[src/rkmd_pkg.sv]
`timescale 1ns / 1ps
// ----------------------------------------------------------------------------
// rkmd_pkg
// Shared widths, zone thresholds and types for the knob motion decoder.
// ----------------------------------------------------------------------------
package rkmd_pkg;

  // field widths
  localparam int SAMPLE_W   = 10;
  localparam int DELTA_W    = 10;
  localparam int AVG_W      = 18;
  localparam int GAIN_W     = 16;
  localparam int ADJ_W      = 24;
  localparam int PROD_W     = AVG_W + GAIN_W;
  localparam int SHIFT_W    = PROD_W - 8;
  localparam int IN_TDATA_W = 16;
  localparam int OUT_TDATA_W = 56;

  // track zones, in converter counts
  localparam logic [SAMPLE_W-1:0] LOW_EDGE  = 10'd30;
  localparam logic [SAMPLE_W-1:0] LOW_ZONE  = 10'd68;
  localparam logic [SAMPLE_W-1:0] GAP_MID   = 10'd480;
  localparam logic [SAMPLE_W-1:0] HIGH_ZONE = 10'd956;
  localparam logic [SAMPLE_W-1:0] HIGH_EDGE = 10'd980;

  // movement limits
  localparam logic signed [SAMPLE_W:0]  JUMP_LIMIT = 11'sd400;
  localparam logic signed [DELTA_W-1:0] EDGE_STEP  = 10'sd6;
  localparam logic signed [AVG_W:0]     AVG_LIMIT  = 19'sd102400;

  // reset gain, 1.0 in Q8.8
  localparam logic signed [GAIN_W-1:0] GAIN_RESET = 16'sd256;

  // decoded movement and new average for one transaction
  typedef struct packed {
    logic signed [DELTA_W-1:0] delta;
    logic signed [AVG_W-1:0]   avg;
  } rkmd_move_t;

endpackage

[src/rkmd_decode.sv]
`timescale 1ns / 1ps
// ----------------------------------------------------------------------------
// rkmd_decode
// Zone decode of one sample against the two-entry history, plus the
// movement average update. Holds the decoder state and the stage register.
// ----------------------------------------------------------------------------
module rkmd_decode (
  input  logic                          clk,
  input  logic                          rst_n,
  input  logic                          s0_vld,
  input  logic [rkmd_pkg::SAMPLE_W-1:0] s0_sample,
  output logic                          s0_ld,
  output logic                          s1_vld,
  output rkmd_pkg::rkmd_move_t          s1_move,
  input  logic                          s1_ld
);

  logic [rkmd_pkg::SAMPLE_W-1:0]      hist_recent_r;
  logic [rkmd_pkg::SAMPLE_W-1:0]      hist_older_r;
  logic                               primed_r;
  logic signed [rkmd_pkg::AVG_W-1:0]  avg_move_r;
  logic                               s1_vld_r;
  rkmd_pkg::rkmd_move_t               s1_move_r;

  logic                               adv;
  logic [rkmd_pkg::SAMPLE_W-1:0]      now;
  logic [rkmd_pkg::SAMPLE_W-1:0]      a;
  logic [rkmd_pkg::SAMPLE_W-1:0]      b;
  logic [rkmd_pkg::SAMPLE_W-1:0]      a_adj;
  logic [rkmd_pkg::SAMPLE_W-1:0]      older_nxt;
  logic signed [rkmd_pkg::SAMPLE_W:0] diff;
  logic signed [rkmd_pkg::DELTA_W-1:0] delta;
  logic signed [rkmd_pkg::AVG_W-1:0]  val;
  logic signed [rkmd_pkg::AVG_W:0]    gap;
  logic signed [rkmd_pkg::AVG_W:0]    abs_gap;
  logic signed [rkmd_pkg::AVG_W:0]    abs_val;
  logic signed [rkmd_pkg::AVG_W:0]    abs_ave;
  logic signed [rkmd_pkg::AVG_W:0]    sum;
  logic signed [rkmd_pkg::AVG_W-1:0]  avg_move_nxt;

  // stage moves when empty or when the next stage takes its transaction
  assign s0_ld   = !s1_vld_r || s1_ld;
  assign adv     = s0_vld && s0_ld;
  assign s1_vld  = s1_vld_r;
  assign s1_move = s1_move_r;

  // history as seen by this sample: the first sample fills both entries
  assign now = s0_sample;
  assign a   = primed_r ? hist_recent_r : now;
  assign b   = primed_r ? hist_older_r  : now;

  // reject readings that contradict a crossing of the gap
  always_comb begin
    a_adj = a;
    priority if (a < rkmd_pkg::GAP_MID && b > rkmd_pkg::GAP_MID) begin
      if (now < a) a_adj = now;
    end else if (a > rkmd_pkg::GAP_MID && b < rkmd_pkg::GAP_MID) begin
      if (now > a) a_adj = now;
    end else if (now > rkmd_pkg::GAP_MID && a < rkmd_pkg::GAP_MID &&
                 b < rkmd_pkg::GAP_MID) begin
      if (a > b) a_adj = b;
    end else if (now < rkmd_pkg::GAP_MID && a > rkmd_pkg::GAP_MID &&
                 b > rkmd_pkg::GAP_MID) begin
      if (a < b) a_adj = b;
    end else begin
      a_adj = a;
    end
  end

  assign diff = $signed({1'b0, a_adj}) - $signed({1'b0, b});

  // zone rules; every decoded step stays within the jump limit, so the
  // wrap into the signed ten-bit range of -512 to 511 never changes the result
  always_comb begin
    delta     = '0;
    older_nxt = b;
    priority if (a < rkmd_pkg::LOW_EDGE) begin
      if (b >= rkmd_pkg::LOW_ZONE && b < rkmd_pkg::GAP_MID) delta = -rkmd_pkg::EDGE_STEP;
      else if (b >= rkmd_pkg::GAP_MID) delta = rkmd_pkg::EDGE_STEP;
      older_nxt = a;
    end else if (a < rkmd_pkg::LOW_ZONE) begin
      older_nxt = b;
    end else if (b < rkmd_pkg::LOW_EDGE) begin
      if (a < rkmd_pkg::GAP_MID) begin
        delta     = rkmd_pkg::EDGE_STEP;
        older_nxt = a;
      end else begin
        delta     = -rkmd_pkg::EDGE_STEP;
        older_nxt = (now < a) ? a : now;
      end
    end else if (a > rkmd_pkg::HIGH_EDGE) begin
      if (b <= rkmd_pkg::HIGH_ZONE && b > rkmd_pkg::GAP_MID) delta = rkmd_pkg::EDGE_STEP;
      else if (b <= rkmd_pkg::GAP_MID) delta = -rkmd_pkg::EDGE_STEP;
      older_nxt = a;
    end else if (a > rkmd_pkg::HIGH_ZONE) begin
      older_nxt = b;
    end else if (b > rkmd_pkg::HIGH_EDGE) begin
      if (a > rkmd_pkg::GAP_MID) begin
        delta     = -rkmd_pkg::EDGE_STEP;
        older_nxt = a;
      end else begin
        delta     = rkmd_pkg::EDGE_STEP;
        older_nxt = (now > a) ? a : now;
      end
    end else begin
      // mid track: plain difference, drop large jumps
      if (diff > rkmd_pkg::JUMP_LIMIT || diff < -rkmd_pkg::JUMP_LIMIT) delta = '0;
      else delta = diff[rkmd_pkg::DELTA_W-1:0];
      older_nxt = a_adj;
    end
  end

  // average in the new movement when it is close or smaller, else hold
  assign val     = {delta, 8'd0};
  assign gap     = $signed({avg_move_r[rkmd_pkg::AVG_W-1], avg_move_r}) -
                   $signed({val[rkmd_pkg::AVG_W-1], val});
  assign abs_gap = gap[rkmd_pkg::AVG_W] ? -gap : gap;
  assign abs_val = val[rkmd_pkg::AVG_W-1] ? -$signed({val[rkmd_pkg::AVG_W-1], val})
                                          :  $signed({val[rkmd_pkg::AVG_W-1], val});
  assign abs_ave = avg_move_r[rkmd_pkg::AVG_W-1]
                   ? -$signed({avg_move_r[rkmd_pkg::AVG_W-1], avg_move_r})
                   :  $signed({avg_move_r[rkmd_pkg::AVG_W-1], avg_move_r});
  assign sum     = $signed({avg_move_r[rkmd_pkg::AVG_W-1], avg_move_r}) +
                   $signed({val[rkmd_pkg::AVG_W-1], val});

  always_comb begin
    if (abs_gap < rkmd_pkg::AVG_LIMIT || abs_val < abs_ave) begin
      avg_move_nxt = sum[rkmd_pkg::AVG_W:1];
    end else begin
      avg_move_nxt = avg_move_r;
    end
  end

  // decoder state
  always_ff @(posedge clk) begin
    if (!rst_n) begin
      hist_recent_r <= '0;
      hist_older_r  <= '0;
      primed_r      <= 1'b0;
      avg_move_r    <= '0;
    end else if (adv) begin
      hist_recent_r <= now;
      hist_older_r  <= older_nxt;
      primed_r      <= 1'b1;
      avg_move_r    <= avg_move_nxt;
    end
  end

  // stage register
  always_ff @(posedge clk) begin
    if (!rst_n) begin
      s1_vld_r <= 1'b0;
    end else if (s0_ld) begin
      s1_vld_r <= s0_vld;
    end
  end

  always_ff @(posedge clk) begin
    if (adv) begin
      s1_move_r.delta <= delta;
      s1_move_r.avg   <= avg_move_nxt;
    end
  end

  // once primed, stay primed until reset
  a_primed_holds: assert property (@(posedge clk) disable iff (!rst_n)
    primed_r |=> primed_r)
    else $error("primed flag dropped");

  // state changes only when a transaction leaves the input stage
  a_state_holds: assert property (@(posedge clk) disable iff (!rst_n)
    !adv |=> $stable(avg_move_r) && $stable(hist_recent_r) && $stable(hist_older_r))
    else $error("decoder state changed without a transaction");

  // decoded movement stays within the jump limit
  a_delta_range: assert property (@(posedge clk) disable iff (!rst_n)
    s1_vld_r |-> (s1_move_r.delta <= 10'sd400 && s1_move_r.delta >= -10'sd400))
    else $error("knob movement out of range");

  // stage register carries the average that the state took
  a_avg_match: assert property (@(posedge clk) disable iff (!rst_n)
    adv |=> s1_move_r.avg == avg_move_r)
    else $error("stage average differs from state");

endmodule

[src/rkmd_scale.sv]
`timescale 1ns / 1ps
// ----------------------------------------------------------------------------
// rkmd_scale
// Multiplies the average by the Q8.8 gain, scales back to Q.8 and
// saturates into the output register.
// ----------------------------------------------------------------------------
module rkmd_scale (
  input  logic                                clk,
  input  logic                                rst_n,
  input  logic signed [rkmd_pkg::GAIN_W-1:0]  gain,
  input  logic                                s1_vld,
  input  rkmd_pkg::rkmd_move_t                s1_move,
  output logic                                s1_ld,
  output logic                                out_vld,
  output logic [rkmd_pkg::OUT_TDATA_W-1:0]    out_data,
  input  logic                                out_rdy
);

  logic                                 s2_vld_r;
  rkmd_pkg::rkmd_move_t                 s2_move_r;
  logic signed [rkmd_pkg::PROD_W-1:0]   prod_r;
  logic                                 out_vld_r;
  logic [rkmd_pkg::OUT_TDATA_W-1:0]     out_data_r;

  logic                                 out_ld;
  logic                                 s2_ld;
  logic signed [rkmd_pkg::SHIFT_W-1:0]  shifted;
  logic signed [rkmd_pkg::ADJ_W-1:0]    adj;
  logic                                 fits;

  // ready chain back from the output register
  assign out_ld  = !out_vld_r || out_rdy;
  assign s2_ld   = !s2_vld_r || out_ld;
  assign s1_ld   = s2_ld;
  assign out_vld = out_vld_r;
  assign out_data = out_data_r;

  // product stage
  always_ff @(posedge clk) begin
    if (!rst_n) begin
      s2_vld_r <= 1'b0;
    end else if (s2_ld) begin
      s2_vld_r <= s1_vld;
    end
  end

  always_ff @(posedge clk) begin
    if (s2_ld && s1_vld) begin
      s2_move_r <= s1_move;
      prod_r    <= rkmd_pkg::PROD_W'(s1_move.avg) * rkmd_pkg::PROD_W'(gain);
    end
  end

  // drop the eight fraction bits of the gain (floor), then saturate
  assign shifted = prod_r[rkmd_pkg::PROD_W-1:8];
  assign fits    = (shifted[rkmd_pkg::SHIFT_W-1:rkmd_pkg::ADJ_W-1] == '0) ||
                   (shifted[rkmd_pkg::SHIFT_W-1:rkmd_pkg::ADJ_W-1] == '1);

  always_comb begin
    if (fits) begin
      adj = shifted[rkmd_pkg::ADJ_W-1:0];
    end else if (shifted[rkmd_pkg::SHIFT_W-1]) begin
      adj = {1'b1, {(rkmd_pkg::ADJ_W-1){1'b0}}};
    end else begin
      adj = {1'b0, {(rkmd_pkg::ADJ_W-1){1'b1}}};
    end
  end

  // output register
  always_ff @(posedge clk) begin
    if (!rst_n) begin
      out_vld_r <= 1'b0;
    end else if (out_ld) begin
      out_vld_r <= s2_vld_r;
    end
  end

  always_ff @(posedge clk) begin
    if (out_ld && s2_vld_r) begin
      out_data_r <= {4'd0, adj, s2_move_r.avg, s2_move_r.delta};
    end
  end

  // a full product stage waiting on a stalled output is not overwritten
  a_no_overrun: assert property (@(posedge clk) disable iff (!rst_n)
    s2_vld_r && !out_ld |=> s2_vld_r && $stable(prod_r))
    else $error("product stage overwritten while stalled");

  // output register loads only from a valid product stage
  a_out_source: assert property (@(posedge clk) disable iff (!rst_n)
    out_ld && !s2_vld_r |=> !out_vld_r)
    else $error("result presented without a source");

  // pad bits of the result stay zero
  a_pad_zero: assert property (@(posedge clk) disable iff (!rst_n)
    out_vld_r |-> out_data_r[rkmd_pkg::OUT_TDATA_W-1:52] == 4'd0)
    else $error("result pad bits set");

endmodule

[src/resolver_knob_motion_decoder.sv]
`timescale 1ns / 1ps
// ----------------------------------------------------------------------------
// resolver_knob_motion_decoder
// Decodes samples of a continuous-rotation knob potentiometer into a
// movement, a filtered average and a gain-scaled adjustment.
// ----------------------------------------------------------------------------
// Usage:
//   in_*  : one transaction per converter sample, in_tdata[9:0] = sample.
//   out_* : one transaction per sample, in order: knob_delta, the updated
//           delta_average (Q.8) and adjustment = delta_average * gain (Q.8,
//           saturated to 24 bits).
//   cfg_* : cfg_we writes the Q8.8 gain from cfg_wdata; write only while no
//           transaction is in flight. Reset gain is 1.0.
// Timing: four register stages (input, decode, product, output). A sample
//   accepted into the input register passes the decode and product stages
//   to the output register. One sample per cycle is taken in steady state while
//   out_tready is high; the decoder state (history, average) closes its loop inside the decode stage.
// Reset: history and average clear, the first sample after reset primes
//   the history and yields a zero movement.
// Stall: when out_tready is low, transactions keep entering until the decode,
//   product and output stages are full; in_tready then drops until the output is taken.
// ----------------------------------------------------------------------------
module resolver_knob_motion_decoder (
  input  logic                                clk,
  input  logic                                rst_n,
  // input channel
  input  logic                                in_tvalid,
  output logic                                in_tready,
  input  logic [rkmd_pkg::IN_TDATA_W-1:0]     in_tdata,   // [9:0] sample
  // result channel
  output logic                                out_tvalid,
  input  logic                                out_tready,
  output logic [rkmd_pkg::OUT_TDATA_W-1:0]    out_tdata,  // [9:0] knob_delta,
                                                          // [27:10] delta_average,
                                                          // [51:28] adjustment
  // configuration
  input  logic                                cfg_we,
  input  logic [rkmd_pkg::GAIN_W-1:0]         cfg_wdata   // gain, Q8.8 signed
);

  logic                                 s0_vld_r;
  logic [rkmd_pkg::SAMPLE_W-1:0]        s0_sample_r;
  logic signed [rkmd_pkg::GAIN_W-1:0]   gain_r;

  logic                                 s0_ld;
  logic                                 s1_vld;
  rkmd_pkg::rkmd_move_t                 s1_move;
  logic                                 s1_ld;

  assign in_tready = s0_ld;

  // gain register
  always_ff @(posedge clk) begin
    if (!rst_n) begin
      gain_r <= rkmd_pkg::GAIN_RESET;
    end else if (cfg_we) begin
      gain_r <= $signed(cfg_wdata);
    end
  end

  // input register
  always_ff @(posedge clk) begin
    if (!rst_n) begin
      s0_vld_r <= 1'b0;
    end else if (s0_ld) begin
      s0_vld_r <= in_tvalid;
    end
  end

  always_ff @(posedge clk) begin
    if (in_tvalid && s0_ld) begin
      s0_sample_r <= in_tdata[rkmd_pkg::SAMPLE_W-1:0];
    end
  end

  rkmd_decode u_decode (
    .clk       (clk),
    .rst_n     (rst_n),
    .s0_vld    (s0_vld_r),
    .s0_sample (s0_sample_r),
    .s0_ld     (s0_ld),
    .s1_vld    (s1_vld),
    .s1_move   (s1_move),
    .s1_ld     (s1_ld)
  );

  rkmd_scale u_scale (
    .clk      (clk),
    .rst_n    (rst_n),
    .gain     (gain_r),
    .s1_vld   (s1_vld),
    .s1_move  (s1_move),
    .s1_ld    (s1_ld),
    .out_vld  (out_tvalid),
    .out_data (out_tdata),
    .out_rdy  (out_tready)
  );

endmodule
[config.mk]
export PLATFORM = sky130hd
export DESIGN_NAME = resolver_knob_motion_decoder
export DESIGN_NICKNAME = d
export VERILOG_FILES = /design/src/rkmd_pkg.sv /design/src/rkmd_decode.sv /design/src/rkmd_scale.sv /design/src/resolver_knob_motion_decoder.sv
export SDC_FILE = /design/constraint.sdc
export NUM_CORES = 1
export LEC_CHECK = 0
export ABC_CLOCK_PERIOD_IN_PS = 9000
export BUFFER_PORTS_ARGS = -buffer_cell sky130_fd_sc_hd__clkbuf_2
export CORE_ASPECT_RATIO = 0.75
export CORE_MARGIN = 4
export CORE_UTILIZATION = 45
export CTS_BUF_LIST = sky130_fd_sc_hd__clkbuf_8 sky130_fd_sc_hd__clkbuf_16
export DETAILED_ROUTE_END_ITERATION = 6
export GPL_TIMING_DRIVEN = 0
export PLACE_DENSITY = 0.71
export SYNTH_ARGS = -nofsm -noshare
export SYNTH_HDL_FRONTEND = slang
export SYNTH_SLANG_ARGS = --single-unit
[constraint.sdc]
create_clock -name clk -period 9 [get_ports clk]
set_input_delay 0 -clock clk [delete_from_list [all_inputs] [get_ports clk]]
set_output_delay 0 -clock clk [all_outputs]
set_load 0.005 [all_outputs]
### After elaboration in Yosys (flattened, before gate mapping)

Index checks and enable logic that the tools add are counted.

* word-level logic and storage cells: 109
* bits in registers: 211
* output and inout port bits: 58
* input bits: 37

* multiplexer cells: 39
* reductions and logical operators: 22
* $add $sub $neg: 6
* $lt $le $gt $ge: 24
* multipliers: 1
* equality and inequality tests: 1

Operators with widths (count)
* 2-to-1 mux 10 bit: 32
* 2-to-1 mux 19 bit: 3
* 2-to-1 mux 24 bit: 2
* negation 18 -> 19 bit: 2
* multiplier 18 x 16 -> 34 bit: 1
* > comparator 10 bit, second input constant: 3
* > comparator 10 x 9 -> 1 bit, second input constant: 3
* less-than comparator 10 x 9 -> 1 bit, second input constant: 3
* > comparator 10 bit: 2
* less-than comparator 10 bit: 2
* less-than comparator 10 x 5 -> 1 bit, second input constant: 2
* adder 18 x 18 -> 19 bit: 1
* less-than comparator 19 x 18 -> 1 bit, second input constant: 1
* less-than comparator 19 bit: 1
* negation 19 bit: 1
* subtractor 18 x 18 -> 19 bit: 1
* 2-to-1 mux 18 bit: 1
* logical AND 1 bit: 12
* > comparator 11 x 10 -> 1 bit, second input constant: 1
* less-than comparator 11 x 10 -> 1 bit, second input constant: 1
* subtractor 10 x 10 -> 11 bit: 1
* greater-or-equal comparator 10 x 7 -> 1 bit, second input constant: 1
* greater-or-equal comparator 10 x 9 -> 1 bit, second input constant: 1
* less-or-equal comparator 10 bit, second input constant: 1
* other kinds (7): 14

### Longest topological paths before layout

Gate-level depths: netlist of the first run.

* depth in word-level cells: 24
* depth in mapped cells: 50

### Hierarchy

From an unflattened synthesis of the first run, not the netlist that was laid out.

* cell total of the unflattened synthesis: 2400
* area, all modules: 22699.3 um^2

Modules (own cells, without submodules)
* rkmd_scale: times used 1, area each 14246.2 um^2, cells each 1383
* rkmd_decode: times used 1, area each 7499.7 um^2, cells each 952
* resolver_knob_motion_decoder: times used 1, area each 953.4 um^2, cells each 65

### Least setup slack after synthesis of the first run

Ideal clock, no wire load.

* kind: register -> register
* start point: reg u_decode.primed_r
* end point: reg u_decode.s1_move_r (netlist bit u_decode.s1_move[17]) (data pin)
* clock period less this slack: 9.627 ns
* arrival time: 9.364 ns
* slack: -0.627 ns
* library setup time: 0.262 ns
* path buffers: 4
* stages on the path, launching flop included: 47
* required time: 8.738 ns
* cell sequence: dfxtp_1 buf_6 buf_6 buf_6 nor2_1 a21oi_1 inv_1 ha_1 nor2b_1 o21a_1 o21a_1 o21a_1 o21a_1 o21a_1 o21bai_1 a2111oi_0 nor3_1 o311ai_0 (+11 left out) a21oi_1 o22ai_1 inv_1 ha_1 nor2b_1 o21bai_1 a21oi_1 nor2_1 a311o_1 o41a_1 a21oi_1 xnor2_1 a2111oi_0 o21ai_0 nor2b_1 o21ai_4 buf_4 mux2_1

* word-level cells in the longest chain between the ends: 24

Ends and longest elaborated chain
* start: declaration: RTL line rkmd_decode.sv:20 `logic primed_r;`
* start signal: assignment: RTL line rkmd_decode.sv:139 `primed_r <= 1'b0;`
* start signal: assignment: RTL line rkmd_decode.sv:144 `primed_r <= 1'b1;`
* 2-to-1 mux 10 bit: RTL line rkmd_decode.sv:49 `assign a = primed_r ? hist_recent_r : now;`
* > comparator 10 x 9 -> 1 bit: RTL line rkmd_decode.sv:57, rkmd_decode.sv:62, rkmd_decode.sv:98
* logical AND 1 bit (2 in a row): RTL line rkmd_decode.sv:62 `end else if (now < rkmd_pkg::GAP_MID && a > rkmd_pkg::GAP_MID &&`
* 2-to-1 mux 10 bit: RTL line rkmd_decode.sv:62
* 2-to-1 mux 10 bit: RTL line rkmd_decode.sv:59 `end else if (now > rkmd_pkg::GAP_MID && a < rkmd_pkg::GAP_MID &&`
* 2-to-1 mux 10 bit: RTL line rkmd_decode.sv:57 `end else if (a > rkmd_pkg::GAP_MID && b < rkmd_pkg::GAP_MID) begin`
* 2-to-1 mux 10 bit: RTL line rkmd_decode.sv:55 `priority if (a < rkmd_pkg::GAP_MID && b > rkmd_pkg::GAP_MID) begin`
* subtractor 10 x 10 -> 11 bit: RTL line rkmd_decode.sv:70 `assign diff = $signed({1'b0, a_adj}) - $signed({1'b0, b});`
* (+9 left out)
* net u_decode.delta, one bit: RTL line rkmd_decode.sv:32 `logic signed [rkmd_pkg::DELTA_W-1:0] delta;`
* subtractor 18 x 18 -> 19 bit: RTL line rkmd_decode.sv:115 `assign gap = $signed({avg_move_r[rkmd_pkg::AVG_W-1], avg_move_r}) -`
* negation 19 bit: RTL line rkmd_decode.sv:117 `assign abs_gap = gap[rkmd_pkg::AVG_W] ? -gap : gap;`
* 2-to-1 mux 19 bit: RTL line rkmd_decode.sv:117
* less-than comparator 19 x 18 -> 1 bit: RTL line rkmd_decode.sv:127 `if (abs_gap < rkmd_pkg::AVG_LIMIT || abs_val < abs_ave) begin`
* logical OR 1 bit: RTL line rkmd_decode.sv:127
* 2-to-1 mux 18 bit *: RTL line rkmd_decode.sv:127
* net u_decode.avg_move_nxt, one bit: RTL line rkmd_decode.sv:39 `logic signed [rkmd_pkg::AVG_W-1:0] avg_move_nxt;`
* end: declaration: RTL line rkmd_decode.sv:23 `rkmd_pkg::rkmd_move_t s1_move_r;`

The timed path passes the listed nets; every way through them passes the cells marked *.
A chain may end at the register's enable or synchronous reset.

### Final worst setup path of the first run

* start point: reg s0_sample_r[5] in the netlist's numbering
* end point: reg u_decode.avg_move_r[12] in the netlist's numbering

* word-level cells in the longest chain between the ends: 24

Ends and longest elaborated chain
* start: declaration: RTL line resolver_knob_motion_decoder.sv:42 `logic [rkmd_pkg::SAMPLE_W-1:0] s0_sample_r;`
* start signal: assignment: RTL line resolver_knob_motion_decoder.sv:72 `s0_sample_r <= in_tdata[rkmd_pkg::SAMPLE_W-1:0];`
* 2-to-1 mux 10 bit: RTL line rkmd_decode.sv:49
* > comparator 10 x 9 -> 1 bit: RTL line rkmd_decode.sv:57, rkmd_decode.sv:62, rkmd_decode.sv:98
* logical AND 1 bit (2 in a row): RTL line rkmd_decode.sv:62
* 2-to-1 mux 10 bit: RTL line rkmd_decode.sv:62
* 2-to-1 mux 10 bit: RTL line rkmd_decode.sv:59
* 2-to-1 mux 10 bit: RTL line rkmd_decode.sv:57
* 2-to-1 mux 10 bit: RTL line rkmd_decode.sv:55
* subtractor 10 x 10 -> 11 bit: RTL line rkmd_decode.sv:70
* (+8 left out)
* 2-to-1 mux 10 bit *: RTL line rkmd_decode.sv:77 `priority if (a < rkmd_pkg::LOW_EDGE) begin`
* net u_decode.delta, one bit: RTL line rkmd_decode.sv:32
* subtractor 18 x 18 -> 19 bit: RTL line rkmd_decode.sv:115
* negation 19 bit: RTL line rkmd_decode.sv:117
* 2-to-1 mux 19 bit: RTL line rkmd_decode.sv:117
* less-than comparator 19 x 18 -> 1 bit: RTL line rkmd_decode.sv:127
* logical OR 1 bit: RTL line rkmd_decode.sv:127
* 2-to-1 mux 18 bit *: RTL line rkmd_decode.sv:127
* end signal: assignment: RTL line rkmd_decode.sv:145 `avg_move_r <= avg_move_nxt;`
* end: declaration: RTL line rkmd_decode.sv:21 `logic signed [rkmd_pkg::AVG_W-1:0] avg_move_r;`

Marks and branches as above.

==> results.json, run 1 <==
{
  "wirelength_um": 64200,
  "dp_hpwl_um": 50830,
  "hold_depth": 2,
  "grt_pass1_wl_um": 102800,
  "status": "finished with violations",
  "layout_setup_ws_ns": -0.6346,
  "syn_area_per_cell_sq_um": 9.682,
  "ys_ff_latch": 203,
  "synth_enable_flop_cells": 144,
  "synthCells": 2292,
  "drive_above_1_share_pct": 13.81,
  "io-pin-count": 95,
  "whs_ns": 0.08698,
  "violations": "negative setup slack",
  "worstReg2RegStart": "s0_sample_r[5]",
  "preCtsSetupSlack_ns": -2.550,
  "hold_start": "in_tvalid",
  "critPathRequiredTime_ns": 9.41,
  "synth.cell_area_sq_um": 22190,
  "clockBufferDepth": 3,
  "slew_headroom_pct": 33.74,
  "layout.cells.non_filler": 3161,
  "grt.total_usage_pct": 24.51,
  "clk_pin_slew_ns": 0.07,
  "drv_slew": 0,
  "worstHoldPathType": "in2reg",
  "drt_pass1_iterations": 7,
  "hold_end": "s0_sample_r[2]",
  "place_congestion": 0.9871,
  "cts_sinks": 203,
  "seq_area_frac_synth_pct": 24.81,
  "yosysWarnings": 0,
  "fmax_mhz": 103.8,
  "viasPerCell": 5.604,
  "ys_types": 96,
  "rrSetupSlack_ns": -0.63,
  "tightest_slew_ns": 0.9918,
  "crit_slowest_cell": "or4_4",
  "post-route-util_pct": 53.06,
  "dpl.cell_count": 3030,
  "root_buffer": "clkbuf_16",
  "worst_setup_path_start_kind": "flip-flop",
  "dieArea_sq_um": 52970,
  "end_kind": "flip-flop",
  "numCtsBuffers": 24,
  "async_flop_share_pct": 0,
  "layout.nets": 2968,
  "grt_pass1_vias": 18350,
  "rsz0062_at_grt": "yes",
  "cp.arrival_ns": 10.05,
  "startpoint": "s0_sample_r[5]",
  "timing.rr.end": "u_decode.avg_move_r[12]",
  "core-area_sq_um": 48780,
  "num_rows": 70,
  "vias": 17720,
  "h-tree-depth": 1,
  "io_buffers": 82,
  "reg2reg_depth": 43,
  "drv_cap": 0,
  "skew_ns": 0.03393,
  "fp.dieH_um": 200.3,
  "cts_tree": "built",
  "overflow": 0,
  "antenna_found_initial": 5,
  "ys.flop_type": "edfxtp_1",
  "crit_type": "reg2reg",
  "antenna_left": 0,
  "finalCritPeriodShare_pct": 107.1,
  "die_w_um": 264.4,
  "grt_max_degree": 38,
  "critPathMaxStageDelay_ns": 0.55,
  "initial_utilization_pct": 45.49,
  "area_growth_pct": 16.64,
  "clkLatencyLatePin_ns": 0.56,
  "wl_per_cell_um": 20.31,
  "finalCriticalPeriod_ns": 9.635,
  "hold_violations": 0,
  "drc": 0,
  "drtIter0Drc": 1791,
  "crit_fanout": 10,
  "setup_viol": 36
}
-- cell type report --
cell class | instances | area (sq um)
diodes | 1 | 2.502
plain buffers | 100 | 530.5
clock buffers | 29 | 691.9
clock inverters | 15 | 111.4
fillers | 4254 | 22900
inverters | 357 | 1340
multi-input cells | 1637 | 15630
flip-flops and latches | 203 | 5509
well taps | 648 | 810.8
repair buffers | 171 | 1257
-- synth_stat cells, drive strengths merged, types with 6 or more instances --
cell	instances	area share (%)
a2111oi	7	0.28
a211o	7	0.28
a211oi	9	0.35
a21boi	15	0.51
a21o	25	0.88
a21oi	82	1.9
a22oi	8	0.29
a31oi	9	0.25
and2	110	3.1
and3	11	0.33
buf	21	0.79
clkbuf	79	1.3
dfxtp	59	5.3
edfxtp	144	19
fa	292	26
ha	145	8.2
inv	356	6.0
mux2	18	0.93
mux2i	50	2.4
nand2	335	5.7
nand2b	31	0.87
nand3	25	0.56
nand4	16	0.45
nor2	71	1.2
nor2b	32	0.90
nor3	26	0.63
nor3b	6	0.32
nor4	9	0.28
o211ai	11	0.42
o21a	20	0.68
o21ai	76	1.8
o21bai	11	0.37
o221ai	7	0.30
o22ai	10	0.28
o311ai	9	0.36
o31ai	9	0.33
or4	8	0.27
xnor2	49	1.9
xor2	19	0.75
-- critical path, delay by kind of cell (launching register included) --
family | cells | cell delay (ns)
AOI/OAI and AO/OA | 20 | 4.29
adders and majority gates | 3 | 0.80
buffers and inverters | 7 | 1.10
DFF | 1 | 0.41
muxes | 2 | 0.54
and+or+nand+nor | 11 | 2.32
-- worst max-delay path by stage --
stage | to | slack [ns] | depth (start not counted)
global placement | u_decode.s1_move[8] | -2.47 | 43
detailed placement | u_decode.s1_move[4] | -2.55 | 43
global route | u_decode.avg_move_r[15] | -0.94 | 47
finish | u_decode.avg_move_r[12] | -0.63 | 43
floorplan | u_decode.avg_move_r[10] | 0.004 | 46
CTS | u_decode.avg_move_r[15] | -0.49 | 47
-- cell families after synthesis --
kind of cell	Yosys count	share of synthesized area, %
and+or+nand+nor	702	15.42
buffers and inverters	457	8.175
adders and majority gates	437	34.52
AOI/OAI and AO/OA	355	10.99
DFF	203	24.81
xor gates and xnor gates	68	2.684
muxes	68	3.366
other	2	0.03384
-- routing by layer --
metal / global-route usage, % / part of all wire, % / up-vias
met2: 35.19 / 41 / 844
met4: 5.506 / 2.4 / 4
met5: 0 / 0.040 / -
li1: - / - / 7947
met3: 8.351 / 12 / 113
met1: 36.01 / 45 / 8807
-- metrics by stage --
step                      instance area [sq um]  TNS (ns)
after floorplan                           22270         0
after global placement                    23490    -82.70
after detailed placement                  23580    -86.20
after CTS                                 25700    -13.29
after global routing                      25880    -30.67
final                                     25880    -18.70
-- what timing repair did --
action / 4_1_cts / 5_1_grt
endpoints found under the hold margin: 29 / 0
endpoints found under the setup margin: 37 / 40
gates cloned: 1 / 0
resized for setup: 119 / 30
hold buffers: 34 / 0
buffers inserted: 44 / 8
pin swaps: 38 / 15
-- placed cells by master (no fill, tap or decap), types with 14 or more instances in the layout --
cell | synthesis | layout
fa_1 | 292 | 290
dlygate4sd3_1 | 0 | 34
clkbuf_16 | 0 | 26
o21a_1 | 20 | 20
nand4_1 | 16 | 16
buf_4 | 9 | 55
nand2_1 | 334 | 332
nor3_1 | 24 | 19
nand2b_1 | 31 | 29
a21boi_0 | 15 | 14
ha_1 | 145 | 133
inv_1 | 353 | 350
clkbuf_1 | 78 | 71
a21oi_1 | 77 | 66
and2_1 | 110 | 108
edfxtp_1 | 144 | 144
nand3_1 | 25 | 23
dfxtp_1 | 59 | 58
clkbuf_2 | 1 | 88
xor2_1 | 19 | 19
xnor2_1 | 49 | 46
mux2i_1 | 44 | 40
nor2_1 | 70 | 65
nor2b_1 | 32 | 28
o21ai_0 | 66 | 60
a21o_1 | 24 | 24
-- flip-flops by register name, summed over array words and instances (netlist names), 10 cells and up --
signal,flops
u_scale.s2_move_r,28
u_decode.hist_recent_r,10
gain_r,16
u_decode.hist_older_r,10
s0_sample_r,10
u_scale.out_data,52
u_decode.s1_move,28
u_scale.prod_r,26
u_decode.avg_move_r,18
Power of run 1 is not shown: default switching activity piles up to over one toggle a cycle in this logic, so the estimate is an artifact.
==> run 2: changes to the inputs <==
- ABC_CLOCK_PERIOD_IN_PS: 9000 -> 8070
- clock period: 9 -> 8.07 ns (I/O delays scaled with it)
==> run 2 against run 1 <==
- the flow still finishes with violations (negative setup slack)
- via count shrank 0.37%
- non-clock buffer count rose by 17
- first-iteration DRC count fell by 15%
- critical endpoint is now u_decode.s1_move[6]
==> results.json, run 2 (same netlist as run 1, synthesis figures left out) <==
{
  "antenna_left": 0,
  "tightest_slew_ns": 1.283,
  "crit_fanout": 6,
  "io-pin-count": 95,
  "layout_common_cells": "349 x inv_1, 328 x nand2_1, 290 x fa_1, 144 x edfxtp_1, 132 x ha_1",
  "place_congestion": 1.006,
  "grt_max_degree": 32,
  "cpMostUsedCell": "o21a_1",
  "worst_setup_path_start_kind": "flip-flop",
  "critPathMaxStageDelay_ns": 0.51,
  "setup_viol": 36,
  "worstReg2RegStart": "u_decode.primed_r",
  "die_w_um": 264.4,
  "clockBufferDepth": 3,
  "fillers": 4275,
  "viasPerCell": 5.555,
  "clkLatencyLatePin_ns": 0.55,
  "initial_utilization_pct": 45.49,
  "num_antenna_cells": 0,
  "core-area_sq_um": 48780,
  "overflow": 0,
  "antenna_found_initial": 1,
  "wl_per_cell_um": 20.28,
  "crit_slowest_cell": "or4_1",
  "skew_ns": 0.01291,
  "num_rows": 70,
  "cpLargestDelayFamily": "compound AO/OA/AOI/OAI gates",
  "rsz0062_at_grt": "yes",
  "wirelength_um": 64440,
  "path_buf_inv": 7,
  "slew_headroom_pct": 13.55,
  "drive_above_1_share_pct": 16.84,
  "drtIter0Drc": 1529,
  "dieArea_sq_um": 52970,
  "timing.rr.end": "u_decode.s1_move[6]",
  "largest_reg_flops": 52,
  "grt.total_usage_pct": 24.55,
  "hold_depth": 3,
  "worstHoldPathType": "in2reg",
  "hold_end": "u_decode.avg_move_r[7]",
  "crit_type": "reg2reg",
  "layout_setup_ws_ns": -1.282,
  "end_kind": "flip-flop",
  "cts_tree": "built",
  "multi_input_area_sq_um": 15840,
  "drc": 0,
  "rrSetupSlack_ns": -1.28,
  "final_common_cell": "inv_1",
  "root_buffer": "clkbuf_16",
  "h-tree-depth": 1,
  "finalCritPeriodShare_pct": 115.9,
  "dp_hpwl_um": 50840,
  "status": "finished with violations",
  "critPathRequiredTime_ns": 8.36,
  "reg2reg_depth": 46,
  "vias": 17650,
  "drv_cap": 0,
  "grt_pass1_vias": 18230,
  "grt_pass1_wl_um": 102900,
  "fp.dieH_um": 200.3,
  "clk_pin_slew_ns": 0.06,
  "area_growth_pct": 18.58,
  "drt_pass1_iterations": 5,
  "io_buffers": 82,
  "finalCriticalPeriod_ns": 9.352,
  "regArea_sq_um": 5519,
  "numCtsBuffers": 24,
  "violations": "negative setup slack",
  "fmax_mhz": 106.9,
  "drv_slew": 0,
  "cts_sinks": 203,
  "layout.nets": 2985,
  "hold_violations": 0,
  "post-route-util_pct": 53.94,
  "hold_start": "rst_n",
  "cp.arrival_ns": 9.65
}
## run 2: cell count changes in the layout (fill, tap and decap cells not counted), sizes merged
cell         before  now
buf              75  112
bufbuf            1    0
clkbuf          190  176
dlygate4sd3      34   27
diode             1    0
bufinv            0    3
clkinvlp          2    1
clkinv            7    4
inv             363  366
## run 2: metrics by stage
| step | worst slack (ns) | instances | cell area (sq um) | hold WS, ns | TNS [ns] |
|---|---|---|---|---|---|
| after floorplan | -0.6588 | 2297 | 22520 | 0.09887 | -20.12 |
| after global placement | -2.558 | 3027 | 23740 | 0.1775 | -89.66 |
| after detailed placement | -2.646 | 3031 | 23850 | 0.1786 | -93.51 |
| after CTS | -1.223 | 3151 | 25900 | 0.01135 | -42.19 |
| after global routing | -1.623 | 3177 | 26310 | 0.03926 | -56.60 |
| final | -1.282 | 3177 | 26310 | 0.02850 | -44.94 |
## run 2: how the worst max path moves through the flow
| stage | start | end | slack [ns] | cells past startpoint |
|---|---|---|---|---|
| 5_1_grt | u_decode.primed_r | u_decode.s1_move[0] | -1.62 | 46 |
| 2_1_floorplan | u_decode.primed_r | u_decode.avg_move_r[10] | -0.66 | 46 |
| 6_report | u_decode.primed_r | u_decode.s1_move[6] | -1.28 | 46 |
| 3_3_place_gp | s0_sample_r[2] | u_decode.s1_move[17] | -2.56 | 36 |
| 3_5_place_dp | s0_sample_r[2] | u_decode.s1_move[17] | -2.65 | 36 |
| 4_1_cts | u_decode.primed_r | u_decode.s1_move[6] | -1.22 | 43 |
## run 2: tightest hold or removal path, stage by stage
cell and delay [ns]:
clkbuf_1 0.30, nand2b_1 0.17, mux2i_1 0.06
## run 2: routing by layer
metal / share of wire [%] / track usage [%] / wire length (um)
met4: 2.3 / 5.525 / 1499
met5: 0 / 0 / 0
met3: 11 / 7.516 / 7166
met2: 42 / 35.59 / 26880
met1: 45 / 36.28 / 28900
## run 2: final cells by class
| cell class | instances | share of cell area (%) |
|---|---|---|
| sequential | 203 | 20.97 |
| tap | 648 | 3.081 |
| buffer | 90 | 1.916 |
| clock inverter | 17 | 0.6847 |
| inverter | 357 | 5.102 |
| clock buffer | 27 | 2.525 |
| multi-input combinational | 1637 | 60.20 |
| timing repair buffer | 198 | 5.516 |
## run 2: what timing repair did
item	4_1_cts	5_1_grt
setup endpoints to repair	44	39
setup buffers	56	29
gates resized for setup	121	54
hold endpoints to repair	29	0
pin swaps	50	35
hold buffers	27	0
cloned	0	0
Power of run 2 is left out for the same reason.
==> run 3: changes to the inputs <==
- ABC_CLOCK_PERIOD_IN_PS: 8070 -> 10370
- PLACE_DENSITY: 0.71 -> 0.68
- clock period: 8.07 -> 10.37 ns (I/O delays scaled with it)
==> run 3 against run 2 <==
- flip-flop and latch count unchanged
- fmax fell by 6.8%
- first-iteration DRC count up 23%
- count of clock-buffer cells in the layout is 1 lower
- non-clock buffer count shrank 51
- cell count is 1.6% lower
- global-route usage decreased by 0.72 points
- the run now ends clean
- sequential share of layout area up 0.94 points
- clock skew up 0.0043 ns
- die area stayed put
- design area decreased by 4.5%
- core utilization is 2.4 points lower
==> results.json, run 3 (same netlist as run 1, synthesis figures left out) <==
{
  "grt_max_degree": 36,
  "clkLatencyLatePin_ns": 0.55,
  "vias": 17420,
  "skew_ns": 0.01721,
  "root_buffer": "clkbuf_16",
  "io_buffers": 82,
  "fp.dieH_um": 200.3,
  "end_kind": "flip-flop",
  "setup_viol": 0,
  "drv_slew": 0,
  "clockBufferDepth": 3,
  "io-pin-count": 95,
  "viasPerCell": 5.572,
  "area_growth_pct": 13.22,
  "antenna_found_initial": 1,
  "slew_headroom_pct": 31.35,
  "finalCriticalPeriod_ns": 10.03,
  "fmax_mhz": 99.70,
  "drt_pass1_iterations": 6,
  "cts_tree": "built",
  "wirelength_um": 62270,
  "tightest_slew_ns": 1.019,
  "largest_reg_flops": 52,
  "drive_above_1_share_pct": 10.53,
  "cts_sinks": 203,
  "layout.nets": 2934,
  "finalSetupTns_ns": 0,
  "grt_pass1_wl_um": 100600,
  "crit_type": "reg2reg",
  "drtIter0Drc": 1878,
  "cp.arrival_ns": 10.45,
  "dp_hpwl_um": 49490,
  "cpMostUsedCell": "o21a_1",
  "overflow": 0,
  "dieArea_sq_um": 52970,
  "numCtsBuffers": 24,
  "crit_fanout": 10,
  "critPathMaxStageDelay_ns": 0.49,
  "layout_setup_ws_ns": 0.3404,
  "layout_common_cells": "356 x inv_1, 333 x nand2_1, 291 x fa_1, 144 x edfxtp_1, 143 x ha_1",
  "worstHoldPathType": "in2reg",
  "crit_slowest_cell": "or4_1",
  "initial_utilization_pct": 45.49,
  "preCtsSetupSlack_ns": -1.731,
  "place_congestion": 0.9603,
  "wl_per_cell_um": 19.91,
  "core-area_sq_um": 48780,
  "hold_violations": 0,
  "clk_pin_slew_ns": 0.07,
  "die_w_um": 264.4,
  "critPathRequiredTime_ns": 10.79,
  "drv_cap": 0,
  "worst_setup_path_start_kind": "flip-flop",
  "final_common_cell": "inv_1",
  "num_rows": 70,
  "finalCritPeriodShare_pct": 96.72,
  "antenna_left": 0,
  "drc": 0,
  "grt_pass1_vias": 17880,
  "grt.total_usage_pct": 23.82,
  "status": "completed",
  "h-tree-depth": 1
}
run 3: what timing repair did:
action,in CTS,in global routing
pin swaps,6,13
hold buffers,34,0
endpoints found under the setup margin,36,36
hold endpoints to repair,29,0
buffers inserted,8,9
gates resized for setup,21,55
run 3: area by class of cell:
cell class                      instances  area, sq um
Antenna cell                            1        2.502
Buffer                                100        495.5
Clock buffer                           26        650.6
Clock inverter                         18        155.1
Fill cell                            4450        23660
Inverter                              357         1340
Multi-Input combinational cell       1637        15200
Sequential cell                       203         5507
Tap cell                              648        810.8
Timing Repair Buffer                  137        958.4
run 3: routing by layer:
metal  vias up  track usage, %  share of wire, %
met5         -               0                 0
met4         0           4.017               1.6
met3        72           6.509                11
met2       816           34.03                41
met1      8666           36.75                46
li1       7870               -                 -
run 3: critical path: cells and delay by family, from the launching register on:
family / cells / cell delay, ns
compound gates: 24 / 5.44
simple gates: 10 / 2.02
fa+ha+maj: 3 / 1.14
buf+inv: 5 / 0.68
flops: 1 / 0.35
xor+xnor: 1 / 0.13
mux: 1 / 0.12
run 3: worst paths after layout:
check / slack, ns / endpoint / cells past startpoint / from
max: 0.34 / u_decode.avg_move_r[10] / 44 / u_decode.primed_r
min: 0.13 / s0_sample_r[7] / 2 / in_tvalid
max reg2reg: 0.34 / u_decode.avg_move_r[10] / 44 / u_decode.primed_r
min reg2reg: 0.41 / u_scale.out_data[10] / 0 / u_scale.s2_move_r[0]
run 3: per-stage QoR:
step           utilization (%)  hold WS [ns]  cells  instance area, sq um
6_report                 51.50        0.1258   3127                 25120
5_1_grt                  51.50        0.1512   3126                 25120
4_1_cts                  50.89        0.1266   3117                 24830
3_5_place_dp             48.24        0.1801   3031                 23530
3_3_place_gp             48.03        0.1764   3027                 23430
2_1_floorplan                -       0.09887   2297                 22210
Power of run 3 is left out for the same reason.
